$ cat config.mk
export PLATFORM = sky130hd
export DESIGN_NAME = dbit_cell
export DESIGN_NICKNAME = d
export VERILOG_FILES = /design/src/hdl/assert_macros.svh /design/src/hdl/dbit_pkg.sv /design/src/hdl/dbit_cell.sv
export SDC_FILE = /design/constraint.sdc
export NUM_CORES = 1
export LEC_CHECK = 0
export BUFFER_PORTS_ARGS = -buffer_cell sky130_fd_sc_hd__buf_2
export CORE_MARGIN = 2
export CORE_UTILIZATION = 40
export DETAILED_ROUTE_END_ITERATION = 10
export PLACE_DENSITY = 0.82
export SLEW_MARGIN = 20
export SYNTH_ARGS = -nofsm -noshare
export SYNTH_HDL_FRONTEND = slang
export SYNTH_SLANG_ARGS = --single-unit
$ cat constraint.sdc
create_clock -name clock -period 0.8 [get_ports clock]
set_input_delay 0.04 -clock clock [delete_from_list [all_inputs] [get_ports clock]]
set_output_delay 0.04 -clock clock [all_outputs]
set_load 0.03 [all_outputs]
$ cat src/hdl/assert_macros.svh
// Assertion macros used by the top level of the interval table.
`ifndef ASSERT_MACROS_SVH
`define ASSERT_MACROS_SVH

// Condition must hold at every clock edge outside reset.
`define ASSERT_ALWAYS(label, clk, rst, expr, msg) \
   label: assert property (@(posedge clk) disable iff (rst) (expr)) else $error(msg);

// Consequent must hold in the same cycle as the antecedent.
`define ASSERT_IMPLIES(label, clk, rst, ante, cons, msg) \
   label: assert property (@(posedge clk) disable iff (rst) (ante) |-> (cons)) else $error(msg);

// Consequent must hold in the cycle after the antecedent.
`define ASSERT_NEXT(label, clk, rst, ante, cons, msg) \
   label: assert property (@(posedge clk) disable iff (rst) (ante) |=> (cons)) else $error(msg);

`endif

$ cat src/hdl/dbit_pkg.sv
// Shared types and status codes of the double-booking interval table.
package dbit_pkg;

   typedef struct packed {
      logic        valid;
      logic [31:0] lo;
      logic [31:0] hi;
   } entry_type;

   localparam logic [1:0] STATUS_BOOKED = 2'd0;
   localparam logic [1:0] STATUS_TRIPLE = 2'd1;
   localparam logic [1:0] STATUS_FULL   = 2'd2;

endpackage

$ cat src/hdl/dbit_cell.sv
// One storage cell of an interval chain: takes its neighbor's entry when shifted.
module dbit_cell import dbit_pkg::*; (
   input  logic      clock,
   input  logic      reset,
   input  logic      shift_en,
   input  entry_type d_in,
   output entry_type q_out
);

   logic        valid_ff;
   logic [31:0] lo_ff;
   logic [31:0] hi_ff;

   always_ff @(posedge clock) begin
      if (reset) begin
         valid_ff <= 1'b0;
      end else if (shift_en) begin
         valid_ff <= d_in.valid;
      end
   end

   always_ff @(posedge clock) begin
      if (shift_en) begin
         lo_ff <= d_in.lo;
         hi_ff <= d_in.hi;
      end
   end

   assign q_out = '{valid: valid_ff, lo: lo_ff, hi: hi_ff};

endmodule

### Yosys cells after proc, flatten, opt, wreduce, memory -nomap -nowiden

Index checks and enable logic that the tools add are counted.

| word-level totals | value |
|---|---|
| word-level logic and storage cells | 3 |
| bits in registers | 65 |
| bits of input ports | 68 |
| output and inout bits | 65 |

### Longest topological paths before layout

Gate-level depths: netlist of run 1.

| depth | value |
|---|---|
| depth after elaboration | 0 |
| depth in mapped cells | 2 |
| depth with buffers taken out | 2 |

### Worst setup path after synthesis of run 1

No wires, ideal clock.

| timing | value |
|---|---|
| path kind | reg-to-reg |
| from | register valid_ff (netlist name) |
| to | register valid_ff |
| path buffers | 0 |
| path slack | 0.250 ns |
| library setup time | 0.114 ns |
| clock period less this slack | 0.550 ns |
| data arrival time | 0.435 ns |
| data required time | 0.686 ns |
| cell stages (with the launch flop) | 3 |
| path through | dfxtp_1 mux2i_1 nor2_1 |

RTL lines:

| what | RTL line | source |
|---|---|---|
| to (signal assigned) | dbit_cell.sv:18 | `valid_ff <= d_in.valid;` |
| to (decl) | dbit_cell.sv:10 | `logic valid_ff;` |

### Worst setup path after layout of run 1

| timing | value |
|---|---|
| from | register lo_ff[24] |
| to | output port q_out[56] in the netlist's numbering |

RTL lines:

| what | RTL line | source |
|---|---|---|
| from (decl) | dbit_cell.sv:11 | `logic [31:0] lo_ff;` |
| from (signal assigned) | dbit_cell.sv:24 | `lo_ff <= d_in.lo;` |
| to (decl) | dbit_cell.sv:7 | `output entry_type q_out` |

No word-level cell between the ends.

==> results of run 1 <==
## sequential cells by signal (all words and copies together), names as in the netlist
| name | count |
|---|---|
| hi_ff | 32 |
| lo_ff | 32 |
| valid_ff | 1 |
## power groups by stage
stage	clock, mW	sequential [mW]	combinational, mW
floorplan	0	4.73	0.0145
global route	2.53	4.20	1.71
finish	2.34	4.19	1.65
detailed placement	0	4.17	1.05
global placement	0	4.16	1.04
CTS	2.23	4.17	1.60
## layer usage
layer  up-vias  wire length, um  track usage [%]
met5         -                0                0
li1        697                -                -
met3        11              496             9.89
met2        85             3260             37.8
met4         0              131             11.7
met1       742             2400             25.8
## timing repair
action	CTS	global route
hold endpoints to repair	65	0
endpoints found under the setup margin	65	65
hold buffers	66	0
resized for setup	131	0
buffers inserted	0	1
## cells in the final DEF, fill, tap and decap left out
cell type | Yosys | routed
sky130_fd_sc_hd__buf_2 | 0 | 67
sky130_fd_sc_hd__dlygate4sd3_1 | 0 | 66
sky130_fd_sc_hd__buf_6 | 0 | 65
sky130_fd_sc_hd__edfxtp_1 | 64 | 64
sky130_fd_sc_hd__clkbuf_8 | 0 | 9
sky130_fd_sc_hd__clkinv_2 | 0 | 3
sky130_fd_sc_hd__clkbuf_1 | 0 | 2
sky130_fd_sc_hd__clkinv_1 | 0 | 2
sky130_fd_sc_hd__buf_12 | 0 | 2
sky130_fd_sc_hd__buf_4 | 1 | 2
sky130_fd_sc_hd__mux2i_1 | 1 | 1
sky130_fd_sc_hd__nor2_1 | 1 | 1
sky130_fd_sc_hd__dfxtp_2 | 0 | 1
## metrics by stage
step	TNS [ns]	hold slack [ns]	total power [mW]	setup slack (ns)	instance area [um2]
after global routing	-10.18	-0.00275	8.44	-0.234	3980
after global placement	0	0.198	5.20	0.0442	2750
final	-7.66	0.0196	8.17	-0.211	3980
after floorplan	0	0.112	4.74	0.250	1960
after CTS	-7.32	0.0131	7.99	-0.136	3970
after detailed placement	0	0.202	5.22	0.0283	2750
## cell type report
type                            count  area share [%]
Clock buffer                       11            3.30
Multi-Input combinational cell      2           0.346
Tap cell                           67            2.11
Timing Repair Buffer              202            44.8
Sequential cell                    65            48.9
Clock inverter                      5           0.566
## path summary, 6_finish.rpt
path | slack (ns) | from | cells after the start | endpoint
setup / recovery | -0.21 | lo_ff[24] | 1 | q_out[56]
hold / removal | 0.02 | shift_en | 1 | hi_ff[26]
setup reg to reg | 0.05 | valid_ff | 3 | valid_ff
hold reg to reg | 0.62 | valid_ff | 3 | valid_ff
## kinds of logic after synthesis
group         share of synthesized area (%)
mux                                   0.510
buf+inv                               0.383
flops                                  98.9
simple gates                          0.191
==> results.md, run 1 <==
- Registers take 1940 um2.
- At the pin with the least slew margin, the transition time is 0.149 ns.
- The headroom to the max-slew limit is 89.8%.
- Dividing the synthesized area by the synthesized cell count gives 28.9 um2.
- Net switching is 27.1% of the power.
- The number of pins exceeding their max-slew limit in the final report was 0.
- In this run the worst path has a maximum fanout of 1.
- In the routed layout, each cell is associated on average with a via count of 4.36.
- The number of warning messages in the yosys log is 0.
- The part of the power in registers is 51.2%.
- The core region is 4720 um2.
- 133 I/O pins were placed.
- The worst setup path is of the reg -> out kind.
- The height of the die is 74.1 um.
- In this run the core area contains 25 standard-cell rows.
- Setup violations remaining at the end of the flow were counted as 65.
- For this design, the slowest cell found on the critical path is sky130_fd_sc_hd__edfxtp_1.
- The distinct cell type count after synthesis is 5.
- The count of buffers added on input and output ports is 132.
- The flip-flop and latch count after synthesis is 65.
- The initial utilization of the core area, before any placement, comes to 41.6%.
- The commonest register cell after synthesis is sky130_fd_sc_hd__edfxtp_1.
- The share of synthesized area in the top cell type comes to 97.9%.
- The post-route netlist has 52.3% of its cells at a drive strength greater than 1.
- Before antenna repair, the detailed router went through 4 iterations.
- Compared with the post-synthesis result, the final layout area differs by 103%.
- Yosys attributes the largest share of cell area to sky130_fd_sc_hd__edfxtp_1 98%, sky130_fd_sc_hd__dfxtp_1 1.0%, sky130_fd_sc_hd__mux2i_1 0.51%.
- The area occupied by multi-input gates is 13.8 um2.
- The mapped netlist covers 1960 um2.
- STA classifies the critical path endpoint as a primary output.
- The flow ran to the end, but the final reports show violations.
- The critical path goes through buf_6.
- The post-layout instance count excluding filler cells is 352.
- The violation count after the first detailed-routing iteration is 97.
- In this run the power spent charging and discharging nets is 2.21 mW.
- Once placement completed, the tool counted placed cells totaling 269.
- The clock skew after layout is 0 ns.
- The routability congestion estimate from global placement is 0.690.
- The combinational share of power is 20.2%.
- The first global-routing pass estimated 8590 um of wire.
- The initial antenna violation count came to 0.
- The highest cell delay on the worst timing path is 0.45 ns.
- Timing would allow up to 989 MHz.
- The share of total power dissipated in the clock network is 28.6%.
- Max-cap violations in this run came to 0.
- The number of diodes is 0.
- The number of buffers inserted during clock tree synthesis is 9.
- Summed over all layers, the global routing overflow is 0.
- The number of design rule violations left after detail routing is 0.
- The most frequently used cell type in the post-synthesis netlist is sky130_fd_sc_hd__edfxtp_1.
- The H-tree generated during clock tree synthesis spans 3 levels.
- The internal power of the cells totals 5.96 mW.
- The master cell of the clock root buffer is sky130_fd_sc_hd__clkbuf_8.
- Summing over every cut layer, the via total after detailed routing is 1,535.
- The total number of nets in the final design is 348.
- The clock transition time at the flip-flop clock pins of the worst setup and hold paths is 0.09 ns.
- Grouping stages by cell kind, the critical path spends the most delay in flip-flops.
- The final count of hold timing violations came to 0.
- The share of the clock period used by the worst path is 126%.
- The proportion of register bits with asynchronous set or reset after synthesis is 0%.
- The final reports fail on setup timing.
- The maximum number of pins on one net before global-route repair is 32.
- In this run the worst hold path is classified as in -> reg.
- Together, buffers and inverters on the worst path number 1.
- The leakage power total is 1.69 nW.
- After synthesis, the most frequently instantiated cells are 64 x sky130_fd_sc_hd__edfxtp_1, 1 x sky130_fd_sc_hd__buf_4, 1 x sky130_fd_sc_hd__dfxtp_1, 1 x sky130_fd_sc_hd__mux2i_1, 1 x sky130_fd_sc_hd__nor2_1.
- The floorplan step defined a die boundary enclosing 5480 um2.
- The number of instances in the synthesized netlist is 68.
- The routed wire length per instance is 17.9 um.
- Across every metal layer, demand over resource in global routing totals 23.1%.
- Once detail routing completed, the nets flagged for antenna violations numbered 0.
- STA classifies the critical path startpoint as a flip-flop.
- The final setup slack of the worst path is -0.211 ns.
- The total length of routed wires is 6290 um.
- The final standard cell utilization of the core is 84.2%.
- Counting flops with a built-in enable in the synthesized netlist gives 64.
- The top cell type by total area after synthesis is sky130_fd_sc_hd__edfxtp_1.
- The number of global-route vias before repair was 1,729.
- TritonCTS built the clock tree.
- The sequential-to-total area share from yosys stat is 98.9%.
- After filler insertion, the fill cell instance count of the layout stands at 216.
- Setup repair after global routing could not meet its margin everywhere.
- The later pin in the worst-skew pair is clocked with a latency of 0.35 ns.
- The arrival time at the worst endpoint is 0.97 ns.
- The power density over the cells is 2050 nW/um2.
- Across the VDD grid, the largest voltage drop is 0.00228 V.
- The buffer levels on the longest clock path is 2.
- Synthesis produced a netlist with a net count of 136.
- The required time of the worst setup path is 0.76 ns.
- For this design, the sink count on the clock tree is 65.
- The floorplan step set the die width to 74.1 um.
- The clock period minus worst slack is 1.01 ns.
(Power assumes the default switching activity.)
==> run 2: changes to the inputs <==
- CORE_MARGIN: 2 -> unset
==> run 2 against run 1 <==
Net effect:
- the run still ends with setup timing left
- sequential cell count did not move
- core utilization fell by 0.34 points
- cell count fell by 0.85%
- maximum frequency rose by 5.9%
- first-iteration DRC count fell by 40%
- critical path depth did not move
- worst setup slack improved by 0.056 ns
- routed wire length fell by 9.0%
- sequential share of layout area rose by 0.20 points
- total power fell by 1.6%
- critical endpoint is now q_out[11]
==> results.md, run 2 (synthesis gave the netlist of run 1 again) <==
- The number of global-route vias before repair came to 1,695 (-2.0%).
- The starting density of the core is 41.6% (unchanged).
- The area occupied by multi-input gates is 13.8 um2 (unchanged).
- The routability congestion estimate from global placement is 0.682 (-1.2%).
- The routed wire length per instance is 16.4 um (-8.2%).
- The placeable core region was 4720 um2 (unchanged).
- The H-tree depth reported by CTS is 3 (unchanged).
- The share of the clock period used by the worst path is 119% (-7.0 points).
- The number of diodes is 0 (unchanged).
- The final standard cell utilization of the core is 83.9% (-0.34 points).
- The fill cell instance count of the final layout was 217 (+0.46%).
- The number of buffers inserted by port buffering is 132 (unchanged).
- The flip-flop and latch area is 1940 um2 (unchanged).
- The leakage power total is 1.67 nW (-0.91%).
- The tightest min-delay check is of the in -> reg type.
- The largest fanout on the critical path came to 1 (unchanged).
- The post-CTS setup buffer count is 0 (unchanged).
- The die width was 72.1 um (-2.7%).
- The number of buffers inserted during clock tree synthesis came to 9 (unchanged).
- The required time of the worst setup path is 0.76 ns (about the same).
- The number of vias after detailed routing is 1,499 (-2.3%).
- The flow ran to the end, but the final reports show violations.
- The die outline area was 5190 um2 (-5.3%).
- The number of design rule violations left after detail routing came to 0 (unchanged).
- The highest cell delay on the worst timing path is 0.42 ns (-0.03 ns).
- The first-pass GRT wire length is 8530 um (-0.72%).
- The average vias per placed instance is 4.30 (-1.5%).
- The power density over the cells is 2030 nW/um2 (-1.2%).
- The library cells used most frequently in the layout, excluding fill and tap cells, are 67 x sky130_fd_sc_hd__buf_2, 66 x sky130_fd_sc_hd__dlygate4sd3_1, 65 x sky130_fd_sc_hd__buf_6.
- TritonCTS built the clock tree.
- The worst hold slack came to 0.209 ns (+0.189 ns).
- Compared with the post-synthesis result, the final layout area differs by 102%.
- The cell type group with the largest total delay on the critical path is flip-flops.
- The violation count after the first detailed-routing iteration is 58 (-40%).
- The clock transition time at the flip-flop clock pins of the worst setup and hold paths is 0.07 ns (-0.02 ns).
- The headroom to the max-slew limit is 87.9% (-1.8 points).
- The buffer levels on the longest clock path was 2 (unchanged).
- The arrival time at the worst endpoint came to 0.91 ns (-0.06 ns).
- The slew at the pin with the worst max-slew slack is 0.181 ns (+0.0319 ns).
- The total length of routed wires is 5730 um (-9.0%).
- The peak supply drop is 0.00191 V (-16%).
- Traced cell by cell, the critical path runs through buf_6.
- The total setup violations reported at the end of the flow is 65 (unchanged).
- The checks that failed: setup timing.
- The height of the die is 72.1 um (-2.7%).
- The final setup slack of the worst path is -0.155 ns (+0.0562 ns).
- The final count of hold timing violations is 0 (unchanged).
- The overall overflow remaining after global route was 0 (unchanged).
- The clock period minus worst slack is 0.955 ns (-0.0562 ns).
- The clock latency at the later pin of the worst-skew pair was 0.33 ns (-0.02 ns).
- The master cell of the clock root buffer is sky130_fd_sc_hd__clkbuf_8.
- The combined buffer and inverter count along the critical path is 1 (unchanged).
- The fraction of layout cells with a size suffix above 1 is 52.1% (-0.15 points).
- The initial antenna violation count is 0 (unchanged).
- The worst setup path is captured at a primary output.
- The total number of nets in the final design is 346 (-0.57%).
- The combined global-route utilization of all metal layers is 23.7% (+0.67 points).
- The I/O pin count is 133 (unchanged).
- The most common library cell in the layout ignoring fill and taps is sky130_fd_sc_hd__buf_2.
- The max-cap check violation count is 0 (unchanged).
- The maximum number of pins on one net before global-route repair is 34 (+6.3%).
- The number of rows in the core area is 25 (unchanged).
- Setup repair after global routing could not meet its margin everywhere.
- The critical path's slowest cell is sky130_fd_sc_hd__edfxtp_1.
- The maximum operating frequency is 1050 MHz (+5.9%).
- The total number of clock tree sinks is 65 (unchanged).
- The number of iterations in the first detailed-routing pass is 4 (unchanged).
- The register-to-register setup slack is 0.18 ns (+0.13 ns).
- The clock skew after layout is 0 ns (unchanged).
- The worst setup path is launched from a flip-flop.
- The critical path is of the reg -> out type.
- The number of nets with antenna violations after routing is 0 (unchanged).
- The number of pins exceeding their max-slew limit in the final report came to 0 (unchanged).
- The largest registers in the layout are hi_ff: 32 flops, lo_ff: 32 flops, valid_ff: 1 flops.
run 2: metrics by stage:
| stage | instance area (um2) | worst slack [ns] | setup TNS (ns) | cells | total power [mW] |
|---|---|---|---|---|---|
| after floorplan | 1960 | 0.250 | 0 | 68 | 4.74 |
| after global placement | 2740 | 0.0535 | 0 | 268 | 5.19 |
| after detailed placement | 2740 | 0.0239 | 0 | 268 | 5.21 |
| after CTS | 3960 | -0.154 | -7.36 | 349 | 7.99 |
| after global routing | 3960 | -0.180 | -9.41 | 349 | 8.30 |
| final | 3960 | -0.155 | -7.16 | 349 | 8.04 |
run 2: power breakdown:
group	switching (mW)	internal [mW]
Combinational	0.811	0.813
Sequential	0.133	4.05
Clock	1.15	1.09
Total	2.09	5.95
run 2: area by class of cell:
cell class	count	share of cell area, %
clock buffer	11	3.32
clock inverter	4	0.537
multi-input combinational	2	0.347
sequential	65	49.1
tap	67	2.12
timing repair buffer	200	44.6
run 2: timing repair:
item	4_1_cts	5_1_grt
endpoints found under the setup margin	65	65
endpoints found under the hold margin	65	0
gates resized for setup	131	0
hold buffers	66	0
cloned	0	0
pin swaps	0	0
run 2: path summary, 6_finish.rpt:
path / end / from / depth (start not counted)
worst min register to register: valid_ff / valid_ff / 2
worst max-delay path: q_out[11] / hi_ff[11] / 1
worst max register to register: valid_ff / valid_ff / 2
worst min-delay path: lo_ff[8] / shift_en / 2
run 2: metal layers:
metal  GRT usage (%)  routed length, um  vias up
met4            12.2                138        0
met5               0                  0        -
met3            7.64                403       12
met1            27.0               2140      699
li1                -                  -      691
met2            40.4               3050       97
