**config.mk**
```make
export PLATFORM = sky130hd
export DESIGN_NAME = dbit_olap
export DESIGN_NICKNAME = d
export VERILOG_FILES = /design/src/hdl/assert_macros.svh /design/src/hdl/dbit_pkg.sv /design/src/hdl/dbit_olap.sv
export SDC_FILE = /design/constraint.sdc
export NUM_CORES = 1
export LEC_CHECK = 0
export BUFFER_PORTS_ARGS = -buffer_cell sky130_fd_sc_hd__buf_4
export CORE_MARGIN = 1
export CORE_UTILIZATION = 41
export DETAILED_ROUTE_END_ITERATION = 6
export PLACE_DENSITY = 0.82
export SLEW_MARGIN = 20
export SYNTH_ARGS = -nofsm -noshare
export SYNTH_HDL_FRONTEND = slang
export SYNTH_SLANG_ARGS = --single-unit
```
**constraint.sdc**
```tcl
create_clock -name vclk -period 3.5
set_input_delay 0.175 -clock vclk [all_inputs]
set_output_delay 0.175 -clock vclk [all_outputs]
set_load 0.02 [all_outputs]
```
**src/hdl/assert_macros.svh**
```systemverilog
// Assertion macros used by the top level of the interval table.
`ifndef ASSERT_MACROS_SVH
`define ASSERT_MACROS_SVH

// Condition must hold at every clock edge outside reset.
`define ASSERT_ALWAYS(label, clk, rst, expr, msg) \
   label: assert property (@(posedge clk) disable iff (rst) (expr)) else $error(msg);

// Consequent must hold in the same cycle as the antecedent.
`define ASSERT_IMPLIES(label, clk, rst, ante, cons, msg) \
   label: assert property (@(posedge clk) disable iff (rst) (ante) |-> (cons)) else $error(msg);

// Consequent must hold in the cycle after the antecedent.
`define ASSERT_NEXT(label, clk, rst, ante, cons, msg) \
   label: assert property (@(posedge clk) disable iff (rst) (ante) |=> (cons)) else $error(msg);

`endif

```
**src/hdl/dbit_pkg.sv**
```systemverilog
// Shared types and status codes of the double-booking interval table.
package dbit_pkg;

   typedef struct packed {
      logic        valid;
      logic [31:0] lo;
      logic [31:0] hi;
   } entry_type;

   localparam logic [1:0] STATUS_BOOKED = 2'd0;
   localparam logic [1:0] STATUS_TRIPLE = 2'd1;
   localparam logic [1:0] STATUS_FULL   = 2'd2;

endpackage

```
**src/hdl/dbit_olap.sv**
```systemverilog
// Intersection of the held request with one stored interval.
module dbit_olap import dbit_pkg::*; (
   input  logic [31:0] req_lo,
   input  logic [31:0] req_hi,
   input  entry_type   stored,
   output entry_type   ovl
);

   logic [31:0] lo;
   logic [31:0] hi;

   always_comb begin
      lo = (req_lo > stored.lo) ? req_lo : stored.lo;
      hi = (req_hi < stored.hi) ? req_hi : stored.hi;
   end

   // touching intervals do not overlap
   assign ovl = '{valid: stored.valid && (lo < hi), lo: lo, hi: hi};

endmodule

```
======== After elaboration in Yosys (flattened, before gate mapping) ========
Cells that the tools add are included.
Widths: inputs -> output; s select.
storage, ports and cells
  register bits after elaboration ......... 0
cells by class
  order comparisons ....................... 3
  mux-type cells .......................... 2
  reduce and logical (&&, ||, !) cells .... 1
operator list
  operator           count
  $lt 32x32->1       2
  $mux 32            2
  $gt 32x32->1       1
  $logic_and 1x1->1  1

======== Longest topological paths before layout ========
Gate-level depths: netlist (run 1).
  depth in word-level cells ............... 4
  depth in mapped cells ................... 18
  gate-level depth less buffers ........... 17

======== Worst setup path before layout (run 1) ========
No wires, ideal clock.
  path type ............................... input-to-output
  start point ............................. input port stored[46] (netlist name)
  end point ............................... output port ovl[64] (netlist name)
  data arrival time ....................... 3.802 ns
  required time ........................... 3.325 ns
  path slack .............................. -0.477 ns
  stages on the path ...................... 18
  cells stage by stage .................... inv_1 ha_1 a21oi_1 nand2_1 a221o_1 o31ai_1 a22o_1 buf_2 mux2_2 ha_1 a21o_1 a21o_1 a21oi_1 nor2_1 a2111oi_0 o21ai_0 a22o_1 a31oi_2
RTL lines
  what         RTL line        RTL
  from (decl)  dbit_olap.sv:5  input entry_type stored,
  to (decl)    dbit_olap.sv:6  output entry_type ovl

==> flow_metrics.tcl, run 1 <==
set metrics [dict create \
    floorplan.initialDensity 0.428 \
    combPwrFrac 1.000 \
    synth_area_leader_cell "ha_1" \
    io_buffers 194 \
    maxCapViolations 0 \
    start_kind "input port" \
    cp.required_ps 3320 \
    static-leakage-power_nw 3.26 \
    die_area_sq_mm 0.00796 \
    dpl.hpwl_mm 10.3 \
    violations "setup timing" \
    cp-end-kind "output port" \
    synthTopCellsByArea "ha_1 38%, inv_1 12%, mux2_2 12%" \
    synth_cells 404 \
    routed_wl_mm 11.4 \
    p_sw_frac 0.475 \
    status "finished with violations" \
    synth_warnings 0 \
    hold_buffers 0 \
    fin_hold_ws_ps 698 \
    die-width_um 89.2 \
    grt_use_total 0.268 \
    area_growth_pct 80.9 \
    vias 3981 \
    layout_min_cycle_time_ps 3890 \
    via_per_inst 5.19 \
    nFlopsAndLatches 0 \
    maxClockFrequency_mhz 257 \
    syn_area_per_cell_sq_um 7.72 \
    seqCellArea_sq_um 0 \
    fp.dieH_um 89.2 \
    post_drt_wl_per_cell_um 14.8 \
    hp-class "in -> out" \
    coreArea_sq_mm 0.00729 \
    num_io_pins 194 \
    grt_pass1_wl_mm 17.0 \
    power_frac_clock 0 \
    grt_antenna_before_repair 0 \
    pwr-share-seq 0 \
    routabilityCongestion 0.831 \
    power.density_mw_per_mm2 205 \
    ys_seq_area_frac 0 \
    ir_worst_vdd_v 0.000126 \
    rsz0062_at_grt "true" \
    num_antenna_cells 0 \
    post-route-period-util 1.11 \
    grt_pass1_vias 4097 \
    drc 0 \
    worst-setup-path-type "in -> out" \
    slew_viol_final 0 \
    worst_pin_slew_ps 389 \
    drive_gt1_frac 0.527 \
    dpl_worst_slack_ps -628 \
    crit_fanout 8 \
    switching_power_uw 551 \
    synth_common_cells "96 x inv_1, 94 x ha_1, 32 x mux2_2, 31 x a21oi_1, 31 x mux2i_1" \
    ant_nets 0 \
    row_count 31 \
    p_int_uw 609 \
    synth_nets 627 \
    grt.overflow.total 0 \
    finalSetupViolations 1 \
    synth_most_common_cell "inv_1" \
    clock_buffers 0 \
    first_pass_iters 4 \
    mappedNetlistArea_sq_mm 0.00312 \
    layout.nets 893 \
    ys_types 38 \
    yosysTopAreaCellShare 0.377 \
    drt_iter0_drc 87 \
    relSlewSlack 0.739 \
    hold_viol 0 \
    grt_max_degree 14 \
    post-route-worst-setup-slack_ps -385 \
    critPathArrivalTime_ps 3710 \
]
[area by class of cell]
| type | instances | area, sq um |
|---|---|---|
| fill | 516 | 1650 |
| tap | 99 | 124 |
| inverter | 96 | 395 |
| timing repair buffer | 270 | 2080 |
| multi-input combinational | 302 | 3050 |
[metrics by stage]
| step | TNS, ps | std cells | cell area [sq um] | total power, mW | util |
|---|---|---|---|---|---|
| 5_1_grt | -595 | 767 | 5640 | 1.26 | 0.774 |
| 3_3_place_gp | -544 | 766 | 5500 | 1.07 | 0.755 |
| 4_1_cts | -410 | 766 | 5590 | 1.14 | 0.766 |
| 6_report | -385 | 767 | 5640 | 1.16 | 0.774 |
| 2_1_floorplan | -48.5 | 404 | 3380 | 0.579 | - |
| 3_5_place_dp | -628 | 766 | 5500 | 1.11 | 0.755 |
[worst max-delay path: stages]
cell and delay, ps:
buf_4 90, inv_1 60, ha_4 280, nand4_1 110, nor3_2 190, buf_4 140
and3_4 200, o31ai_2 70, a22o_4 310, buf_6 160, mux2_4 320, ha_4 220
a21o_1 150, a21o_1 170, a21oi_1 140, nor2_1 70, a211oi_2 160, o221ai_1 130
a22o_1 260, a31oi_4 150, buf_6 140
[layer usage]
metal | share of wire | GRT usage
met2 | 0.53 | 0.554
met5 | 0 | 0
met3 | 0.068 | 0.0416
met4 | 0.034 | 0.0996
met1 | 0.37 | 0.262
[path summary, 6_finish.rpt]
path / start / end / slack [ps] / cells past startpoint
worst max-delay path: stored[62] / ovl[64] / -390 / 21
worst min-delay path: stored[48] / ovl[48] / 700 / 3
[cell families after synthesis]
family,synth area share
AO/OA/AOI/OAI,0.166
adder cells (fa/ha/maj),0.377
AND/OR/NAND/NOR,0.110
buffers and inverters,0.128
multiplexers,0.220
[power by group through the flow]
| stage | clock network (mW) | logic [mW] | registers [mW] |
|---|---|---|---|
| after global placement | 0 | 1.07 | 0 |
| final | 0 | 1.16 | 0 |
| after floorplan | 0 | 0.579 | 0 |
| after global routing | 0 | 1.26 | 0 |
| after CTS | 0 | 1.14 | 0 |
| after detailed placement | 0 | 1.11 | 0 |
[layout by cell type (no fill, tap or decap), types with 3 or more instances in the layout]
cell type,count
nand3_1,7
o21ai_0,9
mux2i_2,3
buf_4,264
a221o_1,3
ha_4,13
buf_6,3
mux2_4,7
mux2_2,26
nand2_1,21
and4_1,6
a21o_1,11
ha_1,81
inv_2,3
a221oi_2,3
a21oi_2,5
o21ai_1,3
nor2_1,8
a21oi_1,26
nand4_1,11
o31ai_2,3
inv_1,87
buf_12,3
mux2i_1,27
[repair_timing]
action | in CTS | in global routing
gates cloned | 0 | 0
setup endpoints to repair | 1 | 1
gates resized for setup | 16 | 13
pin swaps | 4 | 5
buffers inserted | 0 | 1
(Power assumes the default switching activity.)
==> inputs of run 2 (changes only) <==
Settings changed: ABC_AREA set to 1, SETUP_SLACK_MARGIN set to 0.3.
==> flow_metrics.tcl, run 2 <==
set metrics [dict create \
    critPathArrivalTime_ps 3100 \
    rsz0062_at_grt "true" \
    worstHoldStart "req_hi[19]" \
    grt_pass1_vias 3994 \
    n_fill_cell 573 \
    num_antenna_cells 0 \
    syn_area_per_cell_sq_um 5.73 \
    first_pass_iters 4 \
    status "finished clean" \
    maxClockFrequency_mhz 306 \
    fp.dieH_um 88.8 \
    dp.cells 827 \
    area_growth_pct 75.3 \
    ys_seq_area_frac 0 \
    post-route-period-util 0.935 \
    mappedNetlistArea_sq_mm 0.00309 \
    fin_cells 847 \
    layout_commonest_cell "buf_4" \
    grt_antenna_before_repair 0 \
    row_count 31 \
    ys_types 23 \
    drc 0 \
    cp-end-kind "output port" \
    drive_gt1_frac 0.432 \
    routabilityCongestion 0.890 \
    synth_cells 539 \
    worst_pin_slew_ps 362 \
    ir_worst_vdd_v 0.000123 \
    synth_warnings 0 \
    synth_common_cells "121 x nand2_1, 115 x inv_1, 94 x ha_1, 70 x a21oi_1, 53 x nor2_1" \
    routed_wl_mm 12.1 \
    nFlopsAndLatches 0 \
    dpl.hpwl_mm 9.29 \
    dpl_worst_slack_ps -70.8 \
    startpoint "stored[63]" \
    post_drt_wl_per_cell_um 14.3 \
    synth_area_leader_cell "ha_1" \
    floorplan.initialDensity 0.426 \
    yosysTopAreaCellShare 0.381 \
    synth_most_common_cell "nand2_1" \
    layout.nets 973 \
    hold_buffers 0 \
    slew_viol_final 0 \
    fin_hold_ws_ps 685 \
    start_kind "input port" \
    cp.required_ps 3320 \
    multiInputGateArea_sq_mm 0.00310 \
    grt_max_degree 16 \
    die_area_sq_mm 0.00789 \
    synth_nets 762 \
    coreArea_sq_mm 0.00725 \
    seqCellArea_sq_um 0 \
    grt_use_total 0.264 \
    vias 4279 \
    power.density_mw_per_mm2 231 \
    grt.overflow.total 0 \
    num_io_pins 194 \
    static-leakage-power_nw 3.08 \
    power_mw 1.25 \
    crit_fanout 6 \
    ant_nets 0 \
    finalSetupViolations 0 \
    worst-setup-path-type "in -> out" \
    post-route-worst-setup-slack_ps 228 \
    maxCapViolations 0 \
    synthTopCellsByArea "ha_1 38%, nand2_1 15%, inv_1 14%" \
    clock_buffers 0 \
    io_buffers 194 \
    drt_iter0_drc 105 \
    layout_min_cycle_time_ps 3270 \
    mostFrequentLayoutCells "208 x buf_4, 112 x nand2_1, 106 x inv_1" \
    die-width_um 88.8 \
    hp-class "in -> out" \
    hold_viol 0 \
    via_per_inst 5.05 \
    relSlewSlack 0.756 \
    grt_pass1_wl_mm 16.9 \
]
==> run 2: metrics by stage <==
step	TNS, ps	instance area (sq um)	utilization
after floorplan	0	3090	-
after detailed placement	-70.8	4690	0.647
final	0	5420	0.747
after global placement	-18.6	4690	0.647
after CTS	0	5030	0.694
after global routing	0	5420	0.747
==> run 2: path summary, 6_finish.rpt <==
check | endpoint | cells past startpoint
setup / recovery | ovl[64] | 22
hold / removal | ovl[19] | 4
==> run 2: cells by family after synthesis <==
kind of cell	Yosys count	share of synthesized area
buffers and inverters	128	0.155
AND/OR/NAND/NOR	199	0.262
AO/OA/AOI/OAI	118	0.202
adder cells (fa/ha/maj)	94	0.381
==> run 2: power breakdown <==
part           total [mW]  switching (mW)  internal [mW]  leakage, nW
combinational        1.25           0.682          0.567         3.08
clock                   0               0              0            0
sequential              0               0              0            0
==> run 2: repair_timing <==
item / in CTS / in global routing
gates cloned: 3 / 0
buffers inserted: 11 / 6
endpoints found under the setup margin: 1 / 1
pin swaps: 19 / 34
gates resized for setup: 53 / 82
==> run 2: per-layer routing <==
| layer | GRT usage | part of all wire | wire length (um) | vias to the layer above |
|---|---|---|---|---|
| met1 | 0.307 | 0.41 | 4960 | 1908 |
| li1 | - | - | - | 2173 |
| met2 | 0.513 | 0.50 | 6030 | 166 |
| met5 | 0 | 0 | 0 | - |
| met4 | 0.0660 | 0.032 | 381 | 0 |
| met3 | 0.0215 | 0.058 | 697 | 32 |
==> run 2: final cells by class <==
type / count / area share
inverter: 116 / 0.0804
multi-input combinational: 412 / 0.572
tap: 99 / 0.0229
timing repair buffer: 220 / 0.325
==> run 2: critical path, stage by stage <==
cell       delay, ps
buf_4             80
inv_1             60
ha_1             320
nand2_1          110
nor2_2           160
nand2_2           90
nor2_2           150
nand2_1           80
nand2_2           90
nand2_4          100
buf_6            140
buf_16           130
a21oi_4          190
ha_4             230
a21oi_2          120
nor2_1            60
a211oi_2         180
o221ai_2         140
nand2_1           90
o2111ai_2        120
a21oi_2          150
buf_6            140
==> inputs of run 3 (changes only) <==
==> constraint.sdc (replaced) <==
create_clock -name vclk -period 3.5
set_input_delay 0.7 -clock vclk [all_inputs]
set_output_delay 0.7 -clock vclk [all_outputs]
set_load 0.02 [all_outputs]
==> flow_metrics.tcl, run 3 <==
set metrics [dict create \
    die-width_um 88.8 \
    num_io_pins 194 \
    dp.cells 946 \
    syn_area_per_cell_sq_um 5.73 \
    haltStage "clock tree synthesis (4_1_cts)" \
    synth_nets 762 \
    synth_most_common_cell "nand2_1" \
    mappedNetlistArea_sq_mm 0.00309 \
    io_buffers 194 \
    yosysTopAreaCellShare 0.381 \
    cts_resized 256 \
    ys_seq_area_frac 0 \
    fp.dieH_um 88.8 \
    synth_area_leader_cell "ha_1" \
    dpl_worst_slack_ps -960 \
    error_message "[ERROR DPL-0033] detailed placement checks failed during check placement." \
    synth_common_cells "121 x nand2_1, 115 x inv_1, 94 x ha_1, 70 x a21oi_1, 53 x nor2_1" \
    synth_cells 539 \
    hold_buffers 0 \
    postCtsSetupBuffers 20 \
    routabilityCongestion 0.912 \
    ys_types 23 \
    status "did not finish" \
    floorplan.initialDensity 0.426 \
    dpl.hpwl_mm 11.1 \
    row_count 31 \
    synthTopCellsByArea "ha_1 38%, nand2_1 15%, inv_1 14%" \
    synth_warnings 0 \
]
run 3: cell counts after synthesis:
No cell type changed its count.
run 3: through the flow:
step | util | setup TNS, ps | cell area, sq um
after floorplan | - | -363 | 3400
after global placement | 0.806 | -1050 | 5850
after detailed placement | 0.806 | -1470 | 5850
run 3: logic make-up after synthesis:
family          count (synthesis)  share of synthesized area
compound gates                118                      0.202
fa+ha+maj                      94                      0.381
simple gates                  199                      0.262
buf+inv                       128                      0.155
==> inputs of run 4 (changes only) <==
Settings changed: CORE_UTILIZATION 41 to 29, PLACE_DENSITY 0.82 to not set, PLACE_DENSITY_LB_ADDON set to 0.15, SETUP_SLACK_MARGIN 0.3 to not set.
Clock period 3.5 ns to 4.5 ns, I/O delays scaled along.
==> flow_metrics.tcl, run 4 (synthesized netlist as in run 2, its figures left out) <==
set metrics [dict create \
    fin_cells 1004 \
    layout_commonest_cell "buf_4" \
    power_mw 1.24 \
    fp.dieH_um 105 \
    grt_use_total 0.224 \
    routabilityCongestion 0.885 \
    rsz0062_at_grt "true" \
    start_kind "input port" \
    drt_iter0_drc 72 \
    relSlewSlack 0.730 \
    die_area_sq_mm 0.0111 \
    layout.nets 1093 \
    hp-class "in -> out" \
    grt.overflow.total 0 \
    maxCapViolations 0 \
    io_buffers 194 \
    cp-end-kind "output port" \
    static-leakage-power_nw 3.75 \
    post-route-worst-setup-slack_ps -158 \
    crit_fanout 7 \
    power.density_mw_per_mm2 177 \
    ir_worst_vdd_v 0.0000907 \
    layout_min_cycle_time_ps 4660 \
    violations "setup timing" \
    stdcell_area_sq_mm 0.00699 \
    routed_wl_mm 13.2 \
    coreArea_sq_mm 0.0103 \
    grt_max_degree 16 \
    slew_viol_final 0 \
    via_per_inst 4.60 \
    worst_pin_slew_ps 401 \
    mostFrequentLayoutCells "306 x buf_4, 96 x inv_1, 94 x nand2_1" \
    finalSetupViolations 1 \
    placedInstanceArea_sq_mm 0.00558 \
    critPathArrivalTime_ps 3760 \
    nFlopsAndLatches 0 \
    die-width_um 105 \
    num_io_pins 194 \
    clock_buffers 0 \
    dpl_worst_slack_ps -388 \
    ant_nets 0 \
    fin_setup_tns_ps -158 \
    post_drt_wl_per_cell_um 13.1 \
    vias 4614 \
    dp.cells 970 \
    path_cells "buf_4 > inv_1 > ha_1 > nand2_2 > o21ai_0 > a21oi_2 > nand2_1 > nand2_2 > nand2_4 > nand2_8 > buf_12 > buf_16 > a21oi_2 > ha_4 > nand2_1 > nor2_1 > a211oi_2 > o221ai_2 > nand2_1 > o2111ai_2 > a21oi_2 > buf_6" \
    critPathMaxStageDelay_ps 290 \
    area_growth_pct 126 \
    status "finished with violations" \
    final_util 0.677 \
    fin_hold_ws_ps 2150 \
    drc 0 \
    dpl.hpwl_mm 10.4 \
    maxClockFrequency_mhz 215 \
    worst-setup-path-type "in -> out" \
    drive_gt1_frac 0.586 \
    cp.required_ps 3600 \
    hold_buffers 0 \
    floorplan.initialDensity 0.299 \
    post-route-period-util 1.04 \
    first_pass_iters 4 \
    seqCellArea_sq_um 0 \
    slowest_stage "ha_1" \
    grt_antenna_before_repair 0 \
    row_count 37 \
    hold_viol 0 \
    num_antenna_cells 0 \
    grt_pass1_wl_mm 20.6 \
    grt_pass1_vias 4593 \
]
==> run 4: final cells by class <==
type | count | area (sq um)
repair buffers | 339 | 2780
fillers | 845 | 3330
multi-input cells | 413 | 3590
inverters | 116 | 455
well taps | 136 | 170
==> run 4: worst paths after layout <==
path | startpoint | to | slack (ps) | cells past startpoint
worst max-delay path | stored[46] | ovl[64] | -160 | 22
worst min-delay path | req_hi[28] | ovl[28] | 2150 | 4
==> run 4: worst max-delay path, delay by kind of cell <==
family	cells	cell delay, ps
and+or+nand+nor	8	700
buffers and inverters	5	530
AOI/OAI and AO/OA	7	1110
adders and majority gates	2	520
==> run 4: repair_timing <==
item,4_1_cts,5_1_grt
cloned,4,0
resized for setup,122,121
setup endpoints to repair,1,1
pin swaps,44,54
buffers inserted,17,13
==> run 4: routing by layer <==
layer,vias to the layer above,track usage,share of wire
met5,-,0,0
met4,0,0.0614,0.030
met3,26,0.0303,0.053
met2,129,0.424,0.51
met1,2041,0.259,0.41
li1,2418,-,-
==> run 4: where the power goes <==
group	internal, mW	switching, mW
Clock	0	0
Combinational	0.633	0.602
Sequential	0	0
